==> src/hw/rtl/tcd_pkg.sv <==
// Shared types and constants for the TCP connection demultiplexer.
// No dependencies; every other file of the block but tcd_ifs imports this package.
package tcd_pkg;

	localparam int DEF_ENTRIES = 16;

	// Entry status codes. Any status other than free or listening counts as connected.
	localparam logic [1:0] STATUS_FREE      = 2'd0;
	localparam logic [1:0] STATUS_LISTEN    = 2'd1;
	localparam logic [1:0] STATUS_CONNECTED = 2'd2;

	localparam logic [3:0] MCAST_NIBBLE = 4'hE;
	localparam int         TCP_MIN_HDR  = 20;

	typedef enum logic [2:0] {
		V_BCAST   = 3'd0,
		V_BADHDR  = 3'd1,
		V_RESET   = 3'd2,
		V_CONN    = 3'd3,
		V_LISTEN  = 3'd4,
		V_WRITTEN = 3'd5
	} verdict_t;

	typedef struct packed {
		verdict_t   verdict;
		logic [3:0] match_index;
	} result_t;

	typedef struct packed {
		logic [1:0]  status;
		logic [31:0] local_addr;
		logic [31:0] remote_addr;
		logic [15:0] local_port;
		logic [15:0] remote_port;
	} entry_t;

	typedef struct packed {
		logic wr_en;
		logic rd_en;
	} mem_ctl_t;

	typedef enum logic [1:0] {
		SEQ_IDLE,
		SEQ_SCAN,
		SEQ_DONE
	} seq_state_t;

endpackage

==> src/hw/rtl/tcd_ifs.sv <==
// Request and result channel interfaces of the TCP connection demultiplexer.
// Plain valid/ready handshake; no dependencies.
interface tcd_req_if;
	logic        valid;
	logic        ready;
	logic        op;
	logic [3:0]  entry_index;
	logic [1:0]  entry_status;
	logic [31:0] src_ip;
	logic [31:0] dst_ip;
	logic [15:0] src_port;
	logic [15:0] dst_port;
	logic        link_broadcast;
	logic [15:0] total_len;
	logic [5:0]  ip_hdr_bytes;
	logic [5:0]  tcp_hdr_bytes;
	logic        checksum_ok;

	modport source (
		output valid, op, entry_index, entry_status, src_ip, dst_ip, src_port, dst_port,
		output link_broadcast, total_len, ip_hdr_bytes, tcp_hdr_bytes, checksum_ok,
		input  ready
	);
	modport sink (
		input  valid, op, entry_index, entry_status, src_ip, dst_ip, src_port, dst_port,
		input  link_broadcast, total_len, ip_hdr_bytes, tcp_hdr_bytes, checksum_ok,
		output ready
	);
endinterface

interface tcd_rsp_if;
	logic       valid;
	logic       ready;
	logic [2:0] verdict;
	logic [3:0] match_index;

	modport source (output valid, verdict, match_index, input ready);
	modport sink (input valid, verdict, match_index, output ready);
endinterface

==> src/hw/rtl/tcp_connection_demux_unit.sv <==
// Top level of the TCP connection demultiplexer: sequencer, table memory and result register.
// Depends on tcd_pkg, tcd_ifs, tcd_mem and tcd_seq.
//
// Each request either writes one table entry (verdict written) or classifies a segment.
// A write, a broadcast or multicast drop and a bad header drop wait in the sequencer's result
// register and move into the output register once it is free. A classify request that passes
// the checks scans the table through the single read port of the entry memory, one entry per
// cycle; the memory's registered read data feeds the compare stage, and the final verdict
// passes through the result register into the output register. The next request can be
// taken once the result has moved into the output register. Requests are handled one at a
// time, but a new request is taken while the previous result still waits in the output
// register. Among connected entries the lowest index with a full four-tuple match wins;
// otherwise a listener on the destination port is chosen, a specific local address beating
// the wildcard 0. After reset all entries read as free; no clearing pass is needed.
module tcp_connection_demux_unit import tcd_pkg::*; #(
	parameter int ENTRIES = DEF_ENTRIES
) (
	input  logic       clk,
	input  logic       arst_n,
	tcd_req_if.sink    req,
	tcd_rsp_if.source  rsp
);

	localparam int IDX_W = ENTRIES > 1 ? $clog2(ENTRIES) : 1;

	mem_ctl_t         mem_ctl;
	logic [IDX_W-1:0] wr_addr, rd_addr;
	entry_t           wr_data, rd_data;
	result_t          res, out_q;
	logic             res_vld, slot_free, out_vld_q, load;

	tcd_seq #(.ENTRIES(ENTRIES)) u_seq (
		.clk      (clk),
		.arst_n   (arst_n),
		.req      (req),
		.mem_ctl  (mem_ctl),
		.wr_addr  (wr_addr),
		.wr_data  (wr_data),
		.rd_addr  (rd_addr),
		.rd_data  (rd_data),
		.res      (res),
		.res_vld  (res_vld),
		.slot_free(slot_free)
	);

	tcd_mem #(.ENTRIES(ENTRIES)) u_mem (
		.clk    (clk),
		.arst_n (arst_n),
		.mem_ctl(mem_ctl),
		.wr_addr(wr_addr),
		.wr_data(wr_data),
		.rd_addr(rd_addr),
		.rd_data(rd_data)
	);

	assign slot_free = !out_vld_q || rsp.ready;
	assign load      = res_vld && slot_free;

	always_ff @(posedge clk or negedge arst_n) begin
		if (!arst_n) begin
			out_vld_q <= 1'b0;
		end else if (slot_free) begin
			out_vld_q <= res_vld;
		end
	end

	always_ff @(posedge clk) begin
		if (load) begin
			out_q <= res;
		end
	end

	assign rsp.valid       = out_vld_q;
	assign rsp.verdict     = out_q.verdict;
	assign rsp.match_index = out_q.match_index;

	a_no_wr_during_scan: assert property (@(posedge clk) disable iff (!arst_n)
		!(mem_ctl.wr_en && mem_ctl.rd_en))
		else $error("table write overlaps a lookup read");

	a_one_request_at_a_time: assert property (@(posedge clk) disable iff (!arst_n)
		req.valid && req.ready |=> !req.ready)
		else $error("request taken while the previous one is still in flight");

	a_index_only_on_match: assert property (@(posedge clk) disable iff (!arst_n)
		out_vld_q && (out_q.verdict != V_CONN) && (out_q.verdict != V_LISTEN)
		|-> out_q.match_index == '0)
		else $error("match index set on a verdict without a selected entry");

	a_result_follows_done: assert property (@(posedge clk) disable iff (!arst_n)
		load |=> out_vld_q && !res_vld)
		else $error("result hand-off did not release the sequencer");

endmodule

==> src/hw/rtl/tcd_mem.sv <==
// Connection table storage: one synchronous memory of entries with registered read data.
// Per-entry valid bits make unwritten entries read as free. Depends on tcd_pkg.
module tcd_mem import tcd_pkg::*; #(
	parameter int ENTRIES = DEF_ENTRIES
) (
	input  logic                                   clk,
	input  logic                                   arst_n,
	input  mem_ctl_t                               mem_ctl,
	input  logic [(ENTRIES > 1 ? $clog2(ENTRIES) : 1)-1:0] wr_addr,
	input  entry_t                                 wr_data,
	input  logic [(ENTRIES > 1 ? $clog2(ENTRIES) : 1)-1:0] rd_addr,
	output entry_t                                 rd_data
);

	entry_t               mem_q [ENTRIES];
	logic [ENTRIES-1:0]   vld_q;
	entry_t               rd_raw_s1;
	logic                 rd_vld_s1;

	always_ff @(posedge clk) begin
		if (mem_ctl.wr_en) begin
			mem_q[wr_addr] <= wr_data;
		end
		if (mem_ctl.rd_en) begin
			rd_raw_s1 <= mem_q[rd_addr];
			rd_vld_s1 <= vld_q[rd_addr];
		end
	end

	always_ff @(posedge clk or negedge arst_n) begin
		if (!arst_n) begin
			vld_q <= '0;
		end else if (mem_ctl.wr_en) begin
			vld_q[wr_addr] <= 1'b1;
		end
	end

	always_comb begin
		rd_data = rd_raw_s1;
		if (!rd_vld_s1) begin
			rd_data.status = STATUS_FREE;
		end
	end

endmodule

==> src/hw/rtl/tcd_seq.sv <==
// Request sequencer: header checks, table writes and the entry-by-entry lookup scan.
// Drives the table memory in tcd_mem. Depends on tcd_pkg and tcd_ifs.
module tcd_seq import tcd_pkg::*; #(
	parameter int ENTRIES = DEF_ENTRIES
) (
	input  logic                                   clk,
	input  logic                                   arst_n,
	tcd_req_if.sink                                req,
	output mem_ctl_t                               mem_ctl,
	output logic [(ENTRIES > 1 ? $clog2(ENTRIES) : 1)-1:0] wr_addr,
	output entry_t                                 wr_data,
	output logic [(ENTRIES > 1 ? $clog2(ENTRIES) : 1)-1:0] rd_addr,
	input  entry_t                                 rd_data,
	output result_t                                res,
	output logic                                   res_vld,
	input  logic                                   slot_free
);

	localparam int IDX_W = ENTRIES > 1 ? $clog2(ENTRIES) : 1;
	localparam int CNT_W = $clog2(ENTRIES + 1);

	seq_state_t       state_q, state_d;
	logic [CNT_W-1:0] cnt_q;
	logic             cmp_vld_s1;
	logic [IDX_W-1:0] cmp_idx_s1;
	logic             conn_found_q, lis_found_q;
	logic [IDX_W-1:0] conn_idx_q, lis_idx_q;
	logic             conn_found_d, lis_found_d;
	logic [IDX_W-1:0] conn_idx_d, lis_idx_d;
	logic [31:0]      sip_q, dip_q;
	logic [15:0]      sport_q, dport_q;
	result_t          res_q, res_d;
	logic             res_load;

	logic accept, drop_mcast, drop_hdr, wr_in_range;
	logic is_listen, is_conn, lis_hit, conn_hit, last_cmp;

	assign req.ready = (state_q == SEQ_IDLE);
	assign accept    = req.valid && (state_q == SEQ_IDLE);

	assign drop_mcast = req.link_broadcast || (req.dst_ip[31:28] == MCAST_NIBBLE);
	assign drop_hdr   = ({1'b0, req.total_len} < 17'(req.ip_hdr_bytes) + 17'(TCP_MIN_HDR))
		|| (req.total_len < 16'(req.ip_hdr_bytes) + 16'(req.tcp_hdr_bytes))
		|| !req.checksum_ok;
	assign wr_in_range = 32'(req.entry_index) < 32'(ENTRIES);

	// Writes go straight to the table on acceptance; a scan never runs at the same time.
	assign mem_ctl.wr_en = accept && req.op && wr_in_range;
	assign wr_addr       = IDX_W'(req.entry_index);
	assign wr_data       = '{status: req.entry_status, local_addr: req.dst_ip,
		remote_addr: req.src_ip, local_port: req.dst_port, remote_port: req.src_port};

	assign mem_ctl.rd_en = (state_q == SEQ_SCAN) && (cnt_q != CNT_W'(ENTRIES));
	assign rd_addr       = cnt_q[IDX_W-1:0];

	// Compare stage: the entry read in the previous cycle against the held segment.
	assign is_listen = (rd_data.status == STATUS_LISTEN);
	assign is_conn   = (rd_data.status != STATUS_FREE) && (rd_data.status != STATUS_LISTEN);
	assign lis_hit   = cmp_vld_s1 && is_listen && (rd_data.local_port == dport_q)
		&& ((rd_data.local_addr == dip_q) || ((rd_data.local_addr == '0) && !lis_found_q));
	assign conn_hit  = cmp_vld_s1 && is_conn && !conn_found_q
		&& (rd_data.remote_addr == sip_q) && (rd_data.local_addr == dip_q)
		&& (rd_data.remote_port == sport_q) && (rd_data.local_port == dport_q);
	assign last_cmp  = cmp_vld_s1 && (cmp_idx_s1 == IDX_W'(ENTRIES - 1));

	assign conn_found_d = conn_found_q || conn_hit;
	assign conn_idx_d   = conn_hit ? cmp_idx_s1 : conn_idx_q;
	assign lis_found_d  = lis_found_q || lis_hit;
	assign lis_idx_d    = lis_hit ? cmp_idx_s1 : lis_idx_q;

	always_comb begin
		state_d  = state_q;
		res_load = 1'b0;
		res_d    = '{verdict: V_RESET, match_index: '0};
		case (state_q)
			SEQ_IDLE: begin
				if (accept) begin
					if (req.op) begin
						res_d    = '{verdict: V_WRITTEN, match_index: '0};
						res_load = 1'b1;
						state_d  = SEQ_DONE;
					end else if (drop_mcast) begin
						res_d    = '{verdict: V_BCAST, match_index: '0};
						res_load = 1'b1;
						state_d  = SEQ_DONE;
					end else if (drop_hdr) begin
						res_d    = '{verdict: V_BADHDR, match_index: '0};
						res_load = 1'b1;
						state_d  = SEQ_DONE;
					end else begin
						state_d = SEQ_SCAN;
					end
				end
			end
			SEQ_SCAN: begin
				if (last_cmp) begin
					res_load = 1'b1;
					state_d  = SEQ_DONE;
					if (conn_found_d) begin
						res_d = '{verdict: V_CONN, match_index: 4'(conn_idx_d)};
					end else if (lis_found_d) begin
						res_d = '{verdict: V_LISTEN, match_index: 4'(lis_idx_d)};
					end
				end
			end
			SEQ_DONE: begin
				if (slot_free) begin
					state_d = SEQ_IDLE;
				end
			end
			default: begin
				state_d = SEQ_IDLE;
			end
		endcase
	end

	always_ff @(posedge clk or negedge arst_n) begin
		if (!arst_n) begin
			state_q      <= SEQ_IDLE;
			cnt_q        <= '0;
			cmp_vld_s1   <= 1'b0;
			conn_found_q <= 1'b0;
			lis_found_q  <= 1'b0;
		end else begin
			state_q <= state_d;
			if (accept) begin
				cnt_q        <= '0;
				cmp_vld_s1   <= 1'b0;
				conn_found_q <= 1'b0;
				lis_found_q  <= 1'b0;
			end else begin
				if (mem_ctl.rd_en) begin
					cnt_q <= cnt_q + CNT_W'(1);
				end
				cmp_vld_s1   <= mem_ctl.rd_en;
				conn_found_q <= conn_found_d;
				lis_found_q  <= lis_found_d;
			end
		end
	end

	always_ff @(posedge clk) begin
		if (accept) begin
			sip_q   <= req.src_ip;
			dip_q   <= req.dst_ip;
			sport_q <= req.src_port;
			dport_q <= req.dst_port;
		end
		cmp_idx_s1 <= rd_addr;
		conn_idx_q <= conn_idx_d;
		lis_idx_q  <= lis_idx_d;
		if (res_load) begin
			res_q <= res_d;
		end
	end

	assign res     = res_q;
	assign res_vld = (state_q == SEQ_DONE);

endmodule

==> src/flat_wrapper.sv <==
// flat-port wrapper written by rule: the top's interface ports become plain ports
module tcp_connection_demux_unit_flat import tcd_pkg::*;
#(
	parameter int ENTRIES = DEF_ENTRIES
)
  (clk, arst_n, req_valid, req_op, req_entry_index, req_entry_status, req_src_ip, req_dst_ip, req_src_port, req_dst_port, req_link_broadcast, req_total_len, req_ip_hdr_bytes, req_tcp_hdr_bytes, req_checksum_ok, req_ready, rsp_valid, rsp_verdict, rsp_match_index, rsp_ready);
  tcd_req_if req_i ();
  tcd_rsp_if rsp_i ();
  input  logic clk;
  input  logic arst_n;
  input wire logic [$bits(req_i.valid)-1:0] req_valid;
  input wire logic [$bits(req_i.op)-1:0] req_op;
  input wire logic [$bits(req_i.entry_index)-1:0] req_entry_index;
  input wire logic [$bits(req_i.entry_status)-1:0] req_entry_status;
  input wire logic [$bits(req_i.src_ip)-1:0] req_src_ip;
  input wire logic [$bits(req_i.dst_ip)-1:0] req_dst_ip;
  input wire logic [$bits(req_i.src_port)-1:0] req_src_port;
  input wire logic [$bits(req_i.dst_port)-1:0] req_dst_port;
  input wire logic [$bits(req_i.link_broadcast)-1:0] req_link_broadcast;
  input wire logic [$bits(req_i.total_len)-1:0] req_total_len;
  input wire logic [$bits(req_i.ip_hdr_bytes)-1:0] req_ip_hdr_bytes;
  input wire logic [$bits(req_i.tcp_hdr_bytes)-1:0] req_tcp_hdr_bytes;
  input wire logic [$bits(req_i.checksum_ok)-1:0] req_checksum_ok;
  output wire logic [$bits(req_i.ready)-1:0] req_ready;
  output wire logic [$bits(rsp_i.valid)-1:0] rsp_valid;
  output wire logic [$bits(rsp_i.verdict)-1:0] rsp_verdict;
  output wire logic [$bits(rsp_i.match_index)-1:0] rsp_match_index;
  input wire logic [$bits(rsp_i.ready)-1:0] rsp_ready;
  assign req_i.valid = req_valid;
  assign req_i.op = req_op;
  assign req_i.entry_index = req_entry_index;
  assign req_i.entry_status = req_entry_status;
  assign req_i.src_ip = req_src_ip;
  assign req_i.dst_ip = req_dst_ip;
  assign req_i.src_port = req_src_port;
  assign req_i.dst_port = req_dst_port;
  assign req_i.link_broadcast = req_link_broadcast;
  assign req_i.total_len = req_total_len;
  assign req_i.ip_hdr_bytes = req_ip_hdr_bytes;
  assign req_i.tcp_hdr_bytes = req_tcp_hdr_bytes;
  assign req_i.checksum_ok = req_checksum_ok;
  assign req_ready = req_i.ready;
  assign rsp_valid = rsp_i.valid;
  assign rsp_verdict = rsp_i.verdict;
  assign rsp_match_index = rsp_i.match_index;
  assign rsp_i.ready = rsp_ready;
  tcp_connection_demux_unit #(.ENTRIES(ENTRIES)) u_core (.clk(clk), .arst_n(arst_n), .req(req_i), .rsp(rsp_i));
endmodule
==> config.mk <==
export PLATFORM = sky130hd
export DESIGN_NAME = tcp_connection_demux_unit_flat
export DESIGN_NICKNAME = d
export VERILOG_FILES = /design/src/hw/rtl/tcd_pkg.sv /design/src/hw/rtl/tcd_ifs.sv /design/src/hw/rtl/tcp_connection_demux_unit.sv /design/src/hw/rtl/tcd_mem.sv /design/src/hw/rtl/tcd_seq.sv /design/src/flat_wrapper.sv
export SDC_FILE = /design/constraint.sdc
export NUM_CORES = 2
export LEC_CHECK = 0
export BUFFER_PORTS_ARGS = -buffer_cell sky130_fd_sc_hd__buf_2
export CAP_MARGIN = 20
export CORE_MARGIN = 8
export CORE_UTILIZATION = 45
export DETAILED_ROUTE_END_ITERATION = 16
export SLEW_MARGIN = 20
export SYNTH_ARGS = -nofsm -noshare
export SYNTH_HDL_FRONTEND = slang
export SYNTH_HIERARCHICAL = 1
export SYNTH_SLANG_ARGS = --single-unit
==> constraint.sdc <==
create_clock -name clk -period 16.4 [get_ports clk]
set_input_delay 3.28 -clock clk [delete_from_list [all_inputs] [get_ports clk]]
set_output_delay 3.28 -clock clk [all_outputs]
set_load 0.005 [all_outputs]
==> impl_results.md <==
* Buf/Inv on CP at 4
* Synth cell types at 50
* Clk sinks at 1,816
* Antenna Nets Post-Route at 0
* CTS tree: built
* Pre-CTS setup slack at 8.752 ns
* Gr ovfl total at 0
* Most frequent CP cell: buf_4
* CTS buffer count at 180
* Vias per inst at 5.858
* Largest net degree at the start of global routing at 145
* Layout area overhead at 10.70%
* Delay-heaviest family, CP: simple AND/OR/NAND/NOR gates
* Final WS setup at 9.563 ns
* Number of synthesized flops with an enable pin at 1,777
* DRC Markers at 0
* Max VDD drop at 0.00008965 V
* Worst r2r path cells at 8
* Crit-path max cell delay at 0.90 ns
* Unrepaired setup endpoints after global routing: no
* Die height at 410.0 um
* HPWL Detailed at 88,590 um
* CP Depth at 8
* Sequential area share after synthesis at 0.7769
* Rows at 144
* Setup TNS at 0 ns
* Slew headroom at 0.2306
* Minimum clock period at 6.837 ns
* Crit share post-route at 0.4169
* Routed len/inst at 29.46 um
* Die footprint at 168,100 sq um
* Vias in the first global route at 33,450
* Clk_skew at 0.04426 ns
* Net Count, Synth at 3,363
* Hold buffers post-CTS at 0
* # nets final at 3,412
* Hold crit path type: register to register
* Critical path required time at 16.80 ns
* WS Path Type: primary input to register
* First-pass GRT wire length at 234,600 um
* Setup crit end kind: register
* I/O pin total at 146
* Placed insts at 5,111
* Core box area at 154,000 sq um
* Post-Syn Area per Cell at 21.81 sq um
* Asr flop ratio synth at 0.01487
* Synth warn at 6
* Synth Register Bits at 1,816
* Cell Pwr Density at 140.1 nW/um^2
* Primary FF master, synth: edfxtp_1
* H-Tree Depth at 4
* Static leakage at 23.96 nW
* Crit-path cells: buf_2, and2_4, nand2_1, inv_1, nand3b_1, nor2_4, buf_4, buf_4
* Peak fanout along the critical path at 56
* Layout Cells excl Fill at 5,456
* Starting Density at 0.4535
* Clock tree root driver cell: clkbuf_16
* Final setup vio count at 0
* Vias at 31,960
* Postcts setup bufs at 0
* Die width at 410.0 um
* Max stage delay cell, worst path: nor2_4
* Layout cells sized above 1 at 0.2630
* CP Launch Type: primary input
* Gr usage total at 0.1897
* Fill cells at 12,040
* Status: completed
* Fin. Hold Viols at 0
* Final Wtd Congestion at 0.8535
* Commonest non-fill, non-tap cell in the layout: edfxtp_1
* Max Fclk at 146.3 MHz
* Worst-Skew Late Latency at 0.80 ns
* Most frequent cells in the layout: edfxtp_1, mux4_2, a22oi_1, clkbuf_16, buf_2
* Reg clk slew, reported paths at 0.06 ns
* WHS Path Cells at 0
* 1st-pass router iterations at 5
* Cell area after synthesis at 69,870 sq um
* # port buffers at 145
* Mapped Cells at 3,204
* Max-cap violations at 0
* Post-CTS sizing at 0
* Worst-margin pin slew at 1.154 ns
* Initial antenna violation count at 39
* Slew Viols, Final at 0
* Number of DRC markers in iteration 0 at 2,927
* Arrival @ worst endpoint at 7.24 ns
* Final wirelength at 160,700 um
* CTS max path bufs at 3
state kept, by name (all words and copies together) (netlist names), 2 cells and up:
signal	cells
u_core/rsp.match_index	4
u_core/rsp.verdict	3
u_core/u_mem/mem_q	1568
u_core/u_mem/rd_data	96
u_core/u_mem/rd_raw_s1	2
u_core/u_mem/vld_q	16
u_core/u_seq/cmp_idx_s1	4
u_core/u_seq/cnt_q	5
u_core/u_seq/conn_idx_q	4
u_core/u_seq/dip_q	32
u_core/u_seq/dport_q	16
u_core/u_seq/lis_idx_q	4
u_core/u_seq/res	7
u_core/u_seq/sip_q	32
u_core/u_seq/sport_q	16
u_core/u_seq/state_q	2
synthesized netlist by cell type (all sizes together) (3+ instances only):
library cell / count / area [sq um]
a211oi: 4 / 30.03
a21o: 5 / 37.54
a21oi: 7 / 35.03
a22oi: 198 / 1486
and2: 7 / 46.30
and4b: 3 / 30.03
buf: 288 / 2053
clkbuf: 46 / 172.7
dfrtp: 27 / 675.7
dfxtp: 12 / 240.2
edfxtp: 1777 / 53360
ha: 21 / 262.8
inv: 20 / 75.07
mux2i: 8 / 80.08
mux4: 396 / 8919
nand2: 114 / 427.9
nand2b: 7 / 51.30
nand3: 10 / 50.05
nand3b: 3 / 22.52
nand4: 30 / 187.7
nor2: 33 / 123.9
nor2b: 4 / 25.02
nor3: 9 / 50.05
nor4: 26 / 183.9
o21ai: 5 / 25.02
o21bai: 3 / 22.52
o22ai: 5 / 31.28
or2: 17 / 108.9
xnor2: 57 / 499.2
xor2: 49 / 429.2
cell families (layout without fill, tap and decap cells):
kind of cell               Yosys count  count (layout)  share of synthesized area
DFF                               1816            1816                     0.7769
AOI/OAI and AO/OA                  232             232                    0.02455
other                                0               9                          0
xor gates and xnor gates           106             106                    0.01329
buffers and inverters              354             553                    0.03293
and+or+nand+nor                    270             270                    0.01952
muxes                              404             404                     0.1288
adders and majority gates           22              22                   0.004047
power by group:
| part | internal (mW) | switching (mW) | total, mW |
|---|---|---|---|
| logic | 0.757 | 0.812 | 1.57 |
| clock network | 2.24 | 1.70 | 3.94 |
| registers | 5.26 | 0.0705 | 5.33 |
final cells by class:
| class | count | area (sq um) | share of cell area |
|---|---|---|---|
| multi-input combinational | 1034 | 13450 | 0.1739 |
| antenna | 9 | 22.52 | 0.0002912 |
| clock inverter | 100 | 785.8 | 0.01016 |
| tap | 2044 | 2557 | 0.03307 |
| clock buffer | 232 | 4867 | 0.06293 |
| inverter | 20 | 75.07 | 0.0009706 |
| sequential | 1816 | 54280 | 0.7018 |
| timing repair buffer | 201 | 1305 | 0.01687 |
per-stage QoR:
stage | utilization | cell area [sq um] | power, mW | hold WS, ns
floorplan | - | 69870 | 6.704 | 0.4003
global placement | 0.4645 | 71560 | 7.000 | 0.4077
detailed placement | 0.4645 | 71560 | 7.021 | 0.4090
CTS | 0.5012 | 77210 | 10.95 | 0.4228
global route | 0.5020 | 77330 | 11.23 | 0.4261
finish | 0.5021 | 77350 | 10.84 | 0.4216
worst paths after layout:
path	slack, ns	to	from
hold / removal	0.42	u_core/rsp.match_index[2]	u_core/u_seq/res[2]
max in group asynchronous	13.21	u_core/u_seq/cnt_q[1]	arst_n
setup reg to reg	11.52	u_core/u_mem/mem_q[5][85]	u_core/u_seq/state_q[0]
hold reg to reg	0.42	u_core/rsp.match_index[2]	u_core/u_seq/res[2]
min in group asynchronous	2.56	u_core/u_mem/vld_q[14]	arst_n
setup / recovery	9.56	u_core/u_mem/mem_q[5][85]	req_valid
metal layers:
metal,up-vias,track usage,part of all wire
met3,254,0.03732,0.074
met5,-,0,0.00026
met2,1245,0.3105,0.49
met1,17250,0.2666,0.42
met4,6,0.04195,0.020
li1,13200,-,-
Power figures use the tool's default switching activity.
